$ cat src/hdl/pms_pkg.sv
// ----------------------------------------------------------------------------
// pms_pkg
// shared constants, types and command/status bundles of the pwm motif scanner
// ----------------------------------------------------------------------------
package pms_pkg;

    // matrix geometry
    localparam int MAX_MOTIF_LEN = 32;
    localparam int WEIGHT_BITS   = 16;
    localparam int ROW_W         = $clog2(MAX_MOTIF_LEN);
    localparam int LEN_W         = $clog2(MAX_MOTIF_LEN + 1);
    localparam int MAX_SLOT      = 4;  // row word slot that holds the row maximum

    // field widths
    localparam int MOTIF_LEN_W = 6;
    localparam int SCORE_W     = 22;
    localparam int STRAND_W    = 2;
    localparam int POS_W       = 31;
    localparam int WROW_W      = 5;
    localparam int CFG_IDX_W   = 2;
    localparam int ACC_W       = WEIGHT_BITS + 2 + $clog2(MAX_MOTIF_LEN);

    localparam logic signed [SCORE_W-1:0] SCORE_MIN = {1'b1, {(SCORE_W-1){1'b0}}};

    // register indexes
    localparam logic [CFG_IDX_W-1:0] REG_MOTIF_LENGTH = 2'd0;
    localparam logic [CFG_IDX_W-1:0] REG_MIN_SCORE    = 2'd1;
    localparam logic [CFG_IDX_W-1:0] REG_STRAND_MODE  = 2'd2;

    // strand codes
    localparam logic [STRAND_W-1:0] MODE_FORWARD = 2'd0;
    localparam logic [STRAND_W-1:0] MODE_REVERSE = 2'd1;
    localparam logic [STRAND_W-1:0] MODE_BOTH    = 2'd2;
    localparam logic STRAND_FWD = 1'b0;
    localparam logic STRAND_REV = 1'b1;

    // item kinds
    localparam logic KIND_LOAD = 1'b0;
    localparam logic KIND_BASE = 1'b1;

    // ascii bases and window codes
    localparam logic [7:0] CH_A_UP = 8'h41;
    localparam logic [7:0] CH_C_UP = 8'h43;
    localparam logic [7:0] CH_G_UP = 8'h47;
    localparam logic [7:0] CH_T_UP = 8'h54;
    localparam logic [7:0] CH_A_LO = 8'h61;
    localparam logic [7:0] CH_C_LO = 8'h63;
    localparam logic [7:0] CH_G_LO = 8'h67;
    localparam logic [7:0] CH_T_LO = 8'h74;
    localparam logic [2:0] BASE_A    = 3'd0;
    localparam logic [2:0] BASE_C    = 3'd1;
    localparam logic [2:0] BASE_G    = 3'd2;
    localparam logic [2:0] BASE_T    = 3'd3;
    localparam logic [2:0] BASE_NONE = 3'd4;

    typedef enum logic [3:0] {
        S_IDLE,
        S_LOAD_RD,
        S_LOAD_WR,
        S_CHECK,
        S_SCAN,
        S_DRAIN,
        S_SCORE,
        S_PICK,
        S_EMIT_F,
        S_EMIT_R
    } t_state;

    typedef struct packed {
        logic take_base;
        logic take_load;
        logic ld_read;
        logic ld_write;
        logic step;
        logic score;
        logic emit_f;
        logic emit_r;
    } t_cmd;

    typedef struct packed {
        logic fill_ok;
        logic last_step;
        logic hit_f;
        logic hit_r;
    } t_stat;

endpackage

$ cat src/hdl/pms_ctrl.sv
// ----------------------------------------------------------------------------
// pms_ctrl
// sequencer of the scanner: weight loads, window scan, result emission
// ----------------------------------------------------------------------------
module pms_ctrl (
    input  logic           i_clk,
    input  logic           i_rst_n,
    input  logic           i_in_valid,
    input  logic           i_kind,
    output logic           o_in_stall,
    input  logic           i_out_stall,
    input  pms_pkg::t_stat i_stat,
    output pms_pkg::t_cmd  o_cmd
);

    pms_pkg::t_state r_state;
    pms_pkg::t_state n_state;

    always_ff @(posedge i_clk) begin
        if (!i_rst_n) begin
            r_state <= pms_pkg::S_IDLE;
        end else begin
            r_state <= n_state;
        end
    end

    always_comb begin
        n_state = r_state;
        case (r_state)
            pms_pkg::S_IDLE: begin
                if (i_in_valid) begin
                    n_state = (i_kind == pms_pkg::KIND_BASE) ? pms_pkg::S_CHECK
                                                             : pms_pkg::S_LOAD_RD;
                end
            end
            pms_pkg::S_LOAD_RD: n_state = pms_pkg::S_LOAD_WR;
            pms_pkg::S_LOAD_WR: n_state = pms_pkg::S_IDLE;
            pms_pkg::S_CHECK: begin
                n_state = i_stat.fill_ok ? pms_pkg::S_SCAN : pms_pkg::S_IDLE;
            end
            pms_pkg::S_SCAN: begin
                if (i_stat.last_step) begin
                    n_state = pms_pkg::S_DRAIN;
                end
            end
            pms_pkg::S_DRAIN: n_state = pms_pkg::S_SCORE;
            pms_pkg::S_SCORE: n_state = pms_pkg::S_PICK;
            pms_pkg::S_PICK: begin
                if (i_stat.hit_f) begin
                    n_state = pms_pkg::S_EMIT_F;
                end else if (i_stat.hit_r) begin
                    n_state = pms_pkg::S_EMIT_R;
                end else begin
                    n_state = pms_pkg::S_IDLE;
                end
            end
            pms_pkg::S_EMIT_F: begin
                if (!i_out_stall) begin
                    n_state = i_stat.hit_r ? pms_pkg::S_EMIT_R : pms_pkg::S_IDLE;
                end
            end
            pms_pkg::S_EMIT_R: begin
                if (!i_out_stall) begin
                    n_state = pms_pkg::S_IDLE;
                end
            end
            default: n_state = pms_pkg::S_IDLE;
        endcase
    end

    always_comb begin
        o_cmd      = '0;
        o_in_stall = 1'b1;
        case (r_state)
            pms_pkg::S_IDLE: begin
                o_in_stall      = 1'b0;
                o_cmd.take_base = i_in_valid && (i_kind == pms_pkg::KIND_BASE);
                o_cmd.take_load = i_in_valid && (i_kind == pms_pkg::KIND_LOAD);
            end
            pms_pkg::S_LOAD_RD: o_cmd.ld_read  = 1'b1;
            pms_pkg::S_LOAD_WR: o_cmd.ld_write = 1'b1;
            pms_pkg::S_SCAN:    o_cmd.step     = 1'b1;
            pms_pkg::S_SCORE:   o_cmd.score    = 1'b1;
            pms_pkg::S_EMIT_F:  o_cmd.emit_f   = 1'b1;
            pms_pkg::S_EMIT_R:  o_cmd.emit_r   = 1'b1;
            default: begin
                o_cmd = '0;
            end
        endcase
    end

endmodule

$ cat src/hdl/pms_datapath.sv
// ----------------------------------------------------------------------------
// pms_datapath
// matrix row memory, base window, score accumulators and result registers
// ----------------------------------------------------------------------------
module pms_datapath (
    input  logic                                   i_clk,
    input  logic                                   i_rst_n,
    input  pms_pkg::t_cmd                          i_cmd,
    output pms_pkg::t_stat                         o_stat,
    // input item fields
    input  logic                                   i_new_region,
    input  logic [7:0]                             i_base_char,
    input  logic [pms_pkg::POS_W-1:0]              i_position,
    input  logic [pms_pkg::WROW_W-1:0]             i_weight_row,
    input  logic [1:0]                             i_weight_column,
    input  logic signed [pms_pkg::WEIGHT_BITS-1:0] i_weight_value,
    // configuration writes
    input  logic                                   i_cfg_write,
    input  logic [pms_pkg::CFG_IDX_W-1:0]          i_cfg_index,
    input  logic [pms_pkg::SCORE_W-1:0]            i_cfg_data,
    // result fields
    output logic signed [pms_pkg::SCORE_W-1:0]     o_score,
    output logic [pms_pkg::POS_W-1:0]              o_start_position,
    output logic                                   o_strand,
    output logic                                   o_last_hit
);

    localparam int MAX   = pms_pkg::MAX_MOTIF_LEN;
    localparam int ROW_W = pms_pkg::ROW_W;
    localparam int LEN_W = pms_pkg::LEN_W;
    localparam int WB    = pms_pkg::WEIGHT_BITS;
    localparam int ACC_W = pms_pkg::ACC_W;
    localparam int SW    = pms_pkg::SCORE_W;

    typedef logic [pms_pkg::MAX_SLOT:0][WB-1:0] t_row;

    function automatic logic [2:0] base_code(input logic [7:0] c);
        logic [2:0] code;
        case (c) inside
            pms_pkg::CH_A_UP, pms_pkg::CH_A_LO: code = pms_pkg::BASE_A;
            pms_pkg::CH_C_UP, pms_pkg::CH_C_LO: code = pms_pkg::BASE_C;
            pms_pkg::CH_G_UP, pms_pkg::CH_G_LO: code = pms_pkg::BASE_G;
            pms_pkg::CH_T_UP, pms_pkg::CH_T_LO: code = pms_pkg::BASE_T;
            default:                            code = pms_pkg::BASE_NONE;
        endcase
        return code;
    endfunction

    // configuration registers
    logic [pms_pkg::MOTIF_LEN_W-1:0] r_motif_length;
    logic signed [SW-1:0]            r_min_score;
    logic [pms_pkg::STRAND_W-1:0]    r_strand_mode;
    logic [LEN_W-1:0]                len_eff;
    logic [ROW_W-1:0]                len_m1;

    always_ff @(posedge i_clk) begin
        if (!i_rst_n) begin
            r_motif_length <= pms_pkg::MOTIF_LEN_W'(1);
            r_min_score    <= pms_pkg::SCORE_MIN;
            r_strand_mode  <= pms_pkg::MODE_BOTH;
        end else if (i_cfg_write) begin
            case (i_cfg_index)
                pms_pkg::REG_MOTIF_LENGTH:
                    r_motif_length <= i_cfg_data[pms_pkg::MOTIF_LEN_W-1:0];
                pms_pkg::REG_MIN_SCORE:
                    r_min_score <= signed'(i_cfg_data);
                pms_pkg::REG_STRAND_MODE:
                    r_strand_mode <= i_cfg_data[pms_pkg::STRAND_W-1:0];
                default: begin
                end
            endcase
        end
    end

    // zero acts as one, oversize clamps to the matrix depth
    always_comb begin
        if (r_motif_length == '0) begin
            len_eff = LEN_W'(1);
        end else if (32'(r_motif_length) > MAX) begin
            len_eff = LEN_W'(MAX);
        end else begin
            len_eff = LEN_W'(r_motif_length);
        end
        len_m1 = ROW_W'(len_eff - LEN_W'(1));
    end

    // load item capture
    logic [pms_pkg::WROW_W-1:0] r_ld_row;
    logic [1:0]                 r_ld_col;
    logic [WB-1:0]              r_ld_val;
    logic                       ld_ok;

    always_ff @(posedge i_clk) begin
        if (i_cmd.take_load) begin
            r_ld_row <= i_weight_row;
            r_ld_col <= i_weight_column;
            r_ld_val <= i_weight_value;
        end
    end

    assign ld_ok = (32'(r_ld_row) < MAX);

    // base window, newest base in the top slot
    logic [2:0]           r_win [MAX];
    logic [LEN_W-1:0]     r_fill;
    logic [pms_pkg::POS_W-1:0] r_pos;
    logic [2:0]           new_code;

    assign new_code = base_code(i_base_char);

    always_ff @(posedge i_clk) begin
        if (!i_rst_n) begin
            for (int k = 0; k < MAX; k++) begin
                r_win[k] <= pms_pkg::BASE_NONE;
            end
            r_fill <= '0;
        end else if (i_cmd.take_base) begin
            for (int k = 0; k < MAX - 1; k++) begin
                r_win[k] <= i_new_region ? pms_pkg::BASE_NONE : r_win[k+1];
            end
            r_win[MAX-1] <= new_code;
            if (i_new_region) begin
                r_fill <= LEN_W'(1);
            end else if (32'(r_fill) < MAX) begin
                r_fill <= r_fill + LEN_W'(1);
            end
        end
    end

    always_ff @(posedge i_clk) begin
        if (i_cmd.take_base) begin
            r_pos <= i_position;
        end
    end

    // scan index and row addresses
    logic [ROW_W-1:0] r_idx;
    logic [ROW_W-1:0] rev_row;
    logic [ROW_W-1:0] addr_a;
    logic [LEN_W:0]   win_sum;
    logic [ROW_W-1:0] win_idx;

    assign rev_row = len_m1 - r_idx;
    assign addr_a  = i_cmd.ld_read ? ROW_W'(r_ld_row) : r_idx;
    assign win_sum = (LEN_W+1)'(r_idx) + (LEN_W+1)'(MAX) - (LEN_W+1)'(len_eff);
    assign win_idx = win_sum[ROW_W-1:0];

    always_ff @(posedge i_clk) begin
        if (i_cmd.take_base) begin
            r_idx <= '0;
        end else if (i_cmd.step) begin
            r_idx <= r_idx + ROW_W'(1);
        end
    end

    // row memory: four weights and the row maximum per word
    t_row r_mem [MAX];
    t_row r_rd_a;
    t_row r_rd_b;
    t_row wr_word;

    always_comb begin
        logic signed [WB-1:0] mx;
        wr_word           = r_rd_a;
        wr_word[r_ld_col] = r_ld_val;
        mx                = signed'(wr_word[0]);
        for (int c = 1; c < 4; c++) begin
            if (signed'(wr_word[c]) > mx) begin
                mx = signed'(wr_word[c]);
            end
        end
        wr_word[pms_pkg::MAX_SLOT] = mx;
    end

    always_ff @(posedge i_clk) begin
        if (i_cmd.ld_write && ld_ok) begin
            r_mem[ROW_W'(r_ld_row)] <= wr_word;
        end
        r_rd_a <= r_mem[addr_a];
        r_rd_b <= r_mem[rev_row];
    end

    // accumulate stage, one row of both strands per cycle
    logic                    r_pv;
    logic [2:0]              r_base_q;
    logic signed [ACC_W-1:0] r_acc_f;
    logic signed [ACC_W-1:0] r_acc_r;
    logic                    r_bad;
    logic [1:0]              bf;
    logic signed [ACC_W-1:0] d_f;
    logic signed [ACC_W-1:0] d_r;

    // the reverse term takes its maximum from the mirrored row
    always_comb begin
        bf  = r_base_q[1:0];
        d_f = ACC_W'(signed'(r_rd_a[bf]))
            - ACC_W'(signed'(r_rd_a[pms_pkg::MAX_SLOT]));
        d_r = ACC_W'(signed'(r_rd_b[2'd3 - bf]))
            - ACC_W'(signed'(r_rd_b[pms_pkg::MAX_SLOT]));
    end

    always_ff @(posedge i_clk) begin
        if (!i_rst_n) begin
            r_pv <= 1'b0;
        end else begin
            r_pv <= i_cmd.step;
        end
    end

    always_ff @(posedge i_clk) begin
        if (i_cmd.step) begin
            r_base_q <= r_win[win_idx];
        end
        if (i_cmd.take_base) begin
            r_acc_f <= '0;
            r_acc_r <= '0;
            r_bad   <= 1'b0;
        end else if (r_pv) begin
            r_acc_f <= r_acc_f + d_f;
            r_acc_r <= r_acc_r + d_r;
            if (r_base_q > pms_pkg::BASE_T) begin
                r_bad <= 1'b1;
            end
        end
    end

    // final scores, threshold and start coordinate
    logic signed [SW-1:0]      sc_f;
    logic signed [SW-1:0]      sc_r;
    logic signed [SW-1:0]      r_sc_f;
    logic signed [SW-1:0]      r_sc_r;
    logic                      r_hit_f;
    logic                      r_hit_r;
    logic [pms_pkg::POS_W-1:0] r_start;

    always_comb begin
        sc_f = (r_acc_f < ACC_W'(pms_pkg::SCORE_MIN)) ? pms_pkg::SCORE_MIN
                                                       : r_acc_f[SW-1:0];
        sc_r = (r_acc_r < ACC_W'(pms_pkg::SCORE_MIN)) ? pms_pkg::SCORE_MIN
                                                       : r_acc_r[SW-1:0];
    end

    always_ff @(posedge i_clk) begin
        if (!i_rst_n) begin
            r_hit_f <= 1'b0;
            r_hit_r <= 1'b0;
        end else if (i_cmd.score) begin
            r_hit_f <= (r_strand_mode != pms_pkg::MODE_REVERSE) && !r_bad
                       && (sc_f >= r_min_score);
            r_hit_r <= (r_strand_mode != pms_pkg::MODE_FORWARD) && !r_bad
                       && (sc_r >= r_min_score);
        end
    end

    always_ff @(posedge i_clk) begin
        if (i_cmd.score) begin
            r_sc_f  <= sc_f;
            r_sc_r  <= sc_r;
            r_start <= r_pos - pms_pkg::POS_W'(len_m1);
        end
    end

    assign o_score          = i_cmd.emit_r ? r_sc_r : r_sc_f;
    assign o_start_position = r_start;
    assign o_strand         = i_cmd.emit_r ? pms_pkg::STRAND_REV
                                           : pms_pkg::STRAND_FWD;
    assign o_last_hit       = i_cmd.emit_r || !r_hit_r;

    assign o_stat.fill_ok   = (r_fill >= len_eff);
    assign o_stat.last_step = (r_idx == len_m1);
    assign o_stat.hit_f     = r_hit_f;
    assign o_stat.hit_r     = r_hit_r;

endmodule

$ cat src/hdl/pwm_motif_scanner_core.sv
// ----------------------------------------------------------------------------
// pwm_motif_scanner_core
// dna base stream scanner scoring each window against a position weight matrix
// ----------------------------------------------------------------------------
// usage
//   input channel (i_in_valid / o_in_stall): one item per handshake, either a
//   weight load (i_kind 0) or a sequence base (i_kind 1)
//   output channel (o_out_valid / i_out_stall): zero, one or two hit items per
//   base, forward strand first, o_last_hit marks the final one
//   config channel (i_cfg_valid / o_cfg_ready): ready is always high, write
//   only while no item is in flight
// sequence
//   load item: accept, row read, row write-back with new maximum
//   base item while the window is not yet full: accept, fill check
//   base item with a full window: accept, fill check, scan, drain, score,
//   pick and hit items; the scan walks one matrix row per cycle through
//   the row memory (two read ports: forward row and mirrored reverse row)
//   only one item is in work at a time, o_in_stall stays high until done
// reset
//   window emptied, fill count zero, registers to motif_length 1, min_score
//   most negative, both strands; matrix contents undefined until loaded
// stall
//   a stalled hit item holds its payload until taken, nothing is dropped
// ----------------------------------------------------------------------------
module pwm_motif_scanner_core (
    input  logic                                   i_clk,
    input  logic                                   i_rst_n,
    // input item channel
    input  logic                                   i_in_valid,
    output logic                                   o_in_stall,
    input  logic                                   i_kind,
    input  logic                                   i_new_region,
    input  logic [7:0]                             i_base_char,
    input  logic [pms_pkg::POS_W-1:0]              i_position,
    input  logic [pms_pkg::WROW_W-1:0]             i_weight_row,
    input  logic [1:0]                             i_weight_column,
    input  logic signed [pms_pkg::WEIGHT_BITS-1:0] i_weight_value,
    // hit item channel
    output logic                                   o_out_valid,
    input  logic                                   i_out_stall,
    output logic signed [pms_pkg::SCORE_W-1:0]     o_score,
    output logic [pms_pkg::POS_W-1:0]              o_start_position,
    output logic                                   o_strand,
    output logic                                   o_last_hit,
    // configuration write channel
    input  logic                                   i_cfg_valid,
    output logic                                   o_cfg_ready,
    input  logic [pms_pkg::CFG_IDX_W-1:0]          i_cfg_index,
    input  logic [pms_pkg::SCORE_W-1:0]            i_cfg_data
);

    pms_pkg::t_cmd  cmd;
    pms_pkg::t_stat stat;

    // registers take a write in any cycle
    assign o_cfg_ready = 1'b1;

    // sequencer: accept, load weights, scan rows, pick hits, hand them out
    pms_ctrl u_ctrl (
        .i_clk       (i_clk),
        .i_rst_n     (i_rst_n),
        .i_in_valid  (i_in_valid),
        .i_kind      (i_kind),
        .o_in_stall  (o_in_stall),
        .i_out_stall (i_out_stall),
        .i_stat      (stat),
        .o_cmd       (cmd)
    );

    // storage and arithmetic
    pms_datapath u_datapath (
        .i_clk            (i_clk),
        .i_rst_n          (i_rst_n),
        .i_cmd            (cmd),
        .o_stat           (stat),
        .i_new_region     (i_new_region),
        .i_base_char      (i_base_char),
        .i_position       (i_position),
        .i_weight_row     (i_weight_row),
        .i_weight_column  (i_weight_column),
        .i_weight_value   (i_weight_value),
        .i_cfg_write      (i_cfg_valid && o_cfg_ready),
        .i_cfg_index      (i_cfg_index),
        .i_cfg_data       (i_cfg_data),
        .o_score          (o_score),
        .o_start_position (o_start_position),
        .o_strand         (o_strand),
        .o_last_hit       (o_last_hit)
    );

    // a hit is only shown while the block is busy with its base
    assign o_out_valid = cmd.emit_f || cmd.emit_r;

    // hits are never shown while a new item could be taken
    a_out_busy: assert property (@(posedge i_clk) disable iff (!i_rst_n)
        o_out_valid |-> o_in_stall)
        else $error("hit item shown while input is open");

    // the reverse strand hit is always the last of its base
    a_rev_last: assert property (@(posedge i_clk) disable iff (!i_rst_n)
        (o_out_valid && (o_strand == pms_pkg::STRAND_REV)) |-> o_last_hit)
        else $error("reverse hit not marked last");

    // scores are relative to the best match and never positive
    a_score_sign: assert property (@(posedge i_clk) disable iff (!i_rst_n)
        o_out_valid |-> (o_score[pms_pkg::SCORE_W-1] || (o_score == '0)))
        else $error("positive score");

    // after the last hit is taken the output goes quiet
    a_last_ends: assert property (@(posedge i_clk) disable iff (!i_rst_n)
        (o_out_valid && !i_out_stall && o_last_hit) |=> !o_out_valid)
        else $error("hit item after last hit");

endmodule

$ cat config.mk
export PLATFORM = sky130hd
export DESIGN_NAME = pwm_motif_scanner_core
export DESIGN_NICKNAME = d
export VERILOG_FILES = /design/src/hdl/pms_pkg.sv /design/src/hdl/pms_ctrl.sv /design/src/hdl/pms_datapath.sv /design/src/hdl/pwm_motif_scanner_core.sv
export SDC_FILE = /design/constraint.sdc
export NUM_CORES = 2
export LEC_CHECK = 0
export BUFFER_PORTS_ARGS = -buffer_cell sky130_fd_sc_hd__buf_2
export CAP_MARGIN = 20
export CORE_ASPECT_RATIO = 1.25
export CORE_MARGIN = 4
export CORE_UTILIZATION = 39
export CTS_CLUSTER_SIZE = 8
export DETAILED_ROUTE_END_ITERATION = 16
export PLACE_DENSITY = 0.52
export SETUP_SLACK_MARGIN = 0.1
export SYNTH_ARGS = -nofsm -noshare
export SYNTH_HDL_FRONTEND = slang
export SYNTH_SLANG_ARGS = --single-unit
$ cat constraint.sdc
create_clock -name i_clk -period 11.37 [get_ports i_clk]
set_input_delay 1.137 -clock i_clk [delete_from_list [all_inputs] [get_ports i_clk]]
set_output_delay 1.137 -clock i_clk [all_outputs]
set_load 0.02 [all_outputs]
Word-level counts from Yosys, hierarchy flattened --
Memories as Yosys holds them, arrays and structs flattened. A register that Yosys moved wholly into a read port is not among the register bits. Cells that the tools add are included.
Storage, ports and cells: bits in writable memories 2656, bits in registers 224, memories 2, word-level logic and storage cells 241
Cells by class: bitwise logic cells 33, muxes and demuxes 109, eq/ne operators 25, $add $sub $neg 12, $lt $le $gt $ge 15, reduce and logical (&&, ||, !) cells 26
Memories:
- u_datapath.r_mem | depth 32, width 80, rd ports 2, clocked after memory_dff 2, wr ports 1, RTL line pms_datapath.sv:157 | t_row r_mem [MAX];
- u_datapath.r_win | depth 32, width 3, rd ports 32, clocked after memory_dff 1, wr ports 32, RTL line pms_datapath.sv:104 | logic [2:0] r_win [MAX];
Operators with widths (count):
- $mux 3 | 68
- $mux 16 | 6
- $bwmux 80 | 1
- $mux 22 | 3
- $bmux 16 s2 | 2
- $eq 8x7->1 const B | 8
- $gt 16x16->1 | 3
- $add 23x23->23 | 2
- $lt 23x22->1 const B | 2
- $ge 22x22->1 | 2
- $pmux 4 s9 | 1
- $sub 16x16->17 | 2
- $demux 16 s2 | 1
- $or 1x1->1 | 32
- $sub 31x5->31 | 1
- $mux 4 | 6
- $mux 6 | 4
- $eq 4x3->1 const B | 4
- $mux 1 | 14
- $lt 2x4->1 const B | 3
- $add 5x1->5 const B | 2
- $reduce_and 2->1 | 5
- $sub 5x5->5 | 2
- $eq 4x2->1 const B | 2
- 27 further kinds | 44

Logic depth before layout (Yosys ltp) --
word-level depth 11, depth in mapped cells 45, gate-level depth less buffers 37

By module --
A second synthesis with hierarchy kept.
Unflattened totals: cell total of the unflattened synthesis 8003, area, all modules 142195.1 um2
Modules (own cells, without submodules):
- pms_datapath | instances 1, cells each 7948, area an instance 141804.8 um2
- pms_ctrl | instances 1, cells each 52, area an instance 372.9 um2
- pwm_motif_scanner_core | instances 1, cells each 3, area an instance 17.5 um2

Least setup slack after synthesis --
No wires, ideal clock.
kind register to register, start register u_datapath.r_ld_col[1], end memory u_datapath.r_mem[0][66] (netlist bit) (data pin), arrival 10.317 ns, path slack 0.563 ns, cell stages (with the launch flop) 44, data required time 10.879 ns, clock period less this slack 10.807 ns, cells stage by stage edfxtp_1 clkbuf_1 nor2b_1 clkbuf_1 buf_1 mux2i_1 inv_1 ha_1 buf_4 nand2_2 or4_1 a311o_1 o21a_1 nor3b_1 nor3_1 clkbuf_1 mux2i_1 inv_1 [8 not listed] a31oi_1 o311a_1 buf_2 buf_6 o21ai_1 o21ai_1 ha_1 nor2b_1 o21a_1 o21a_1 o21a_1 o21a_1 o21a_1 o21a_1 o21ai_0 a221o_1 nor2_1 a311oi_1
RTL lines:
- start, declared | RTL line pms_datapath.sv:89 | logic [1:0] r_ld_col;
- start signal, assigned | RTL line pms_datapath.sv:96 | r_ld_col <= i_weight_column;
- end, declared | RTL line pms_datapath.sv:157

==> metrics <==
maximum clock rate=94.5 MHz; top-level I/O count=151; Post-synth ARST share=0; Worst Setup Start Kind=flip-flop; most frequent cells in the layout=edfxtp_1, mux4_2, nand2_1; ratio of cells with drive above 1 in the final layout=0.296; leakage power=53.5 nW; CTS tree=built; WL/cell=34.8 µm; overall routing resource usage=0.244; status=finished, final reports clean; Initial DRC Count=10600; Worst-Margin Slew=1.16 ns; root buffer cell=clkbuf_16; met2 WL post-DR=227000 µm; TritonCTS Buffers=423; placed cell count=12700; Synth top area share=0.589; residual DRC count=0; Power, Total=39.0 mW; Period minus WS final=10.58 ns; Worst R2R End=u_datapath.r_mem[8][68]; area grow syn2layout=14.0%; Core Box Area=363000 µm²; DIE WIDTH=548 µm; DR top layer=met5; FP Rows=247; Via Count=84000; RSZ-0062 raised after global routing=false; initial antenna violation count=16; CP max-delay cell=edfxtp_1; required time of the critical path=12.06 ns; EDFF count, synth=2788; final std cells w/o fill=13400; Die Y-Extent=683 µm; first-pass GRT wire length=656000 µm; Final setup viols=0; HP Start=i_position[26]; grt ovf=0; hpwl dp=242000 µm; CP Data Arrival Time=11.27 ns; Reg2Reg Depth=40; H-tree levels=5; clk_lat worst skew=0.94 ns; crit-path most repeated cell=o21a_1; Mapped Nets=8278; worst reg-to-reg setup slack=0.79 ns; Final Core Density=0.447; post-route ant nets=0; hold path cells=1; worst relative slew slack=0.227; Pwr Density=241 nW/µm²; Hold Crit Class=in2reg; Critical Path Sink Type=flip-flop; vias per std cell=6.25; Pre-antenna DRT Iters=8; Final Hold Vio Count=0; mapped cell area=142000 µm²; final worst-path cycle share=0.931; Fin Clk Skew=0.0511 ns; wire length on met3=37000 µm; Hold Buf Count CTS=0; FF+latch count, synth=3043; critical path class=reg2reg; Synth Flop Type=edfxtp_1; VDD IR max=270 µV; port buffer count=148; largest net degree at the start of global routing=128; CTS clk-pin slew, worst paths=0.05 ns; number of global-route vias before repair=86200; sequential area share after synthesis=0.625; setup TNS=0 ns; CP max stage delay=0.63 ns; Hold EP=u_datapath.r_pos[26]; Placed Area=150000 µm²; Avg Cell Area, Syn=17.8 µm²; Longest Clk Path Bufs=4; max-slew violation count=0; wl on met1=188000 µm; Nets=8535; Clock Sinks=3043; worst r2r src=u_datapath.r_ld_col[0]; Synth area leaders=edfxtp_1, mux4_2, dfxtp_1, nand2_1, ha_1; post-synthesis cell type count=82; post-synth top area cell=edfxtp_1; total wire length=467000 µm; die area=374000 µm²; Finished Cell Area=162000 µm²; most common cell after layout, fill and taps aside=edfxtp_1; crit path max fanout=33; max-cap violation count=0; RD Place Congestion=0.812; Initial Utilization=0.392; Yosys warnings=0; Mapped Cells=7992
Yosys cell counts, drive strengths merged (78+ instances only):
cell type / instances
mux2: 141
ha: 186
nand3: 435
mux2i: 104
mux4: 1502
clkbuf: 407
o21ai: 135
inv: 155
nand2: 857
a21oi: 79
nor2: 156
dfxtp: 255
buf: 132
and2: 78
edfxtp: 2788
metal layers:
| metal | GRT usage | vias up |
|---|---|---|
| met2 | 0.405 | 4300 |
| met5 | 0 | - |
| met4 | 0.0714 | 8 |
| met3 | 0.0442 | 842 |
| li1 | - | 33300 |
| met1 | 0.331 | 45600 |
power by group:
part	internal, mW	leakage [nW]	switching [mW]
registers	14.6	27.3	0.284
logic	4.94	20.4	7.48
clock network	6.97	5.74	4.78
final cells by class:
cell class | instances | area, µm²
fill | 31300 | 200000
sequential | 3043 | 88800
multi-input combinational | 4255 | 51200
clock buffer | 735 | 11800
tap | 4855 | 6070
timing repair buffer | 371 | 3280
inverter | 155 | 586
clock inverter | 18 | 258
antenna | 6 | 15.0
cells by family after synthesis:
kind of cell	share of synthesized area
muxes	0.256
other	0.0000264
xor gates and xnor gates	0.00671
adders and majority gates	0.0174
DFF	0.625
and+or+nand+nor	0.0570
AOI/OAI and AO/OA	0.0193
buffers and inverters	0.0185
repair_timing:
| action | in CTS | in global routing |
|---|---|---|
| buffers inserted | 0 | 2 |
| setup endpoints to repair | 0 | 501 |
| resized for setup | 0 | 2 |
stage by stage:
| step | setup slack, ns | hold WS (ns) |
|---|---|---|
| after global placement | 0.409 | 0.459 |
| after global routing | 0.143 | 0.346 |
| after CTS | 0.122 | 0.318 |
| after floorplan | 0.563 | 0.442 |
| final | 0.787 | 0.394 |
| after detailed placement | 0.144 | 0.467 |
flip-flops by register name, summed over array words and instances, names as in the netlist, 6 cells and up:
| signal | flops |
|---|---|
| u_datapath.r_mem | 2560 |
| u_datapath.r_acc_r | 23 |
| u_datapath.r_motif_length | 6 |
| u_datapath.r_rd_b | 80 |
| u_datapath.o_start_position | 31 |
| u_datapath.r_pos | 31 |
| u_datapath.r_ld_val | 16 |
| u_datapath.r_fill | 6 |
| u_datapath.r_acc_f | 23 |
| u_datapath.r_sc_f | 22 |
| u_datapath.r_rd_a | 80 |
| u_datapath.r_sc_r | 22 |
| u_datapath.r_win | 96 |
| u_datapath.r_min_score | 22 |
how the worst max path moves through the flow:
stage	startpoint	endpoint	cells after the start
floorplan	u_datapath.r_ld_col[1]	u_datapath.r_mem[0][66]	43
global placement	u_datapath.r_ld_col[0]	u_datapath.r_mem[31][75]	34
detailed placement	u_datapath.r_ld_col[0]	u_datapath.r_mem[29][75]	33
CTS	u_datapath.r_ld_col[0]	u_datapath.r_mem[29][75]	33
global route	u_datapath.r_ld_col[0]	u_datapath.r_mem[7][68]	40
finish	u_datapath.r_ld_col[0]	u_datapath.r_mem[8][68]	40
worst max-delay path, delay by kind of cell (launching register included):
| family | cells | cell delay, ns |
|---|---|---|
| AO/OA/AOI/OAI | 19 | 4.38 |
| AND/OR/NAND/NOR | 10 | 2.07 |
| buffers and inverters | 6 | 1.60 |
| adder cells (fa/ha/maj) | 3 | 1.06 |
| flip-flops | 1 | 0.63 |
| multiplexers | 2 | 0.59 |
Power figures use the tool's default switching activity.
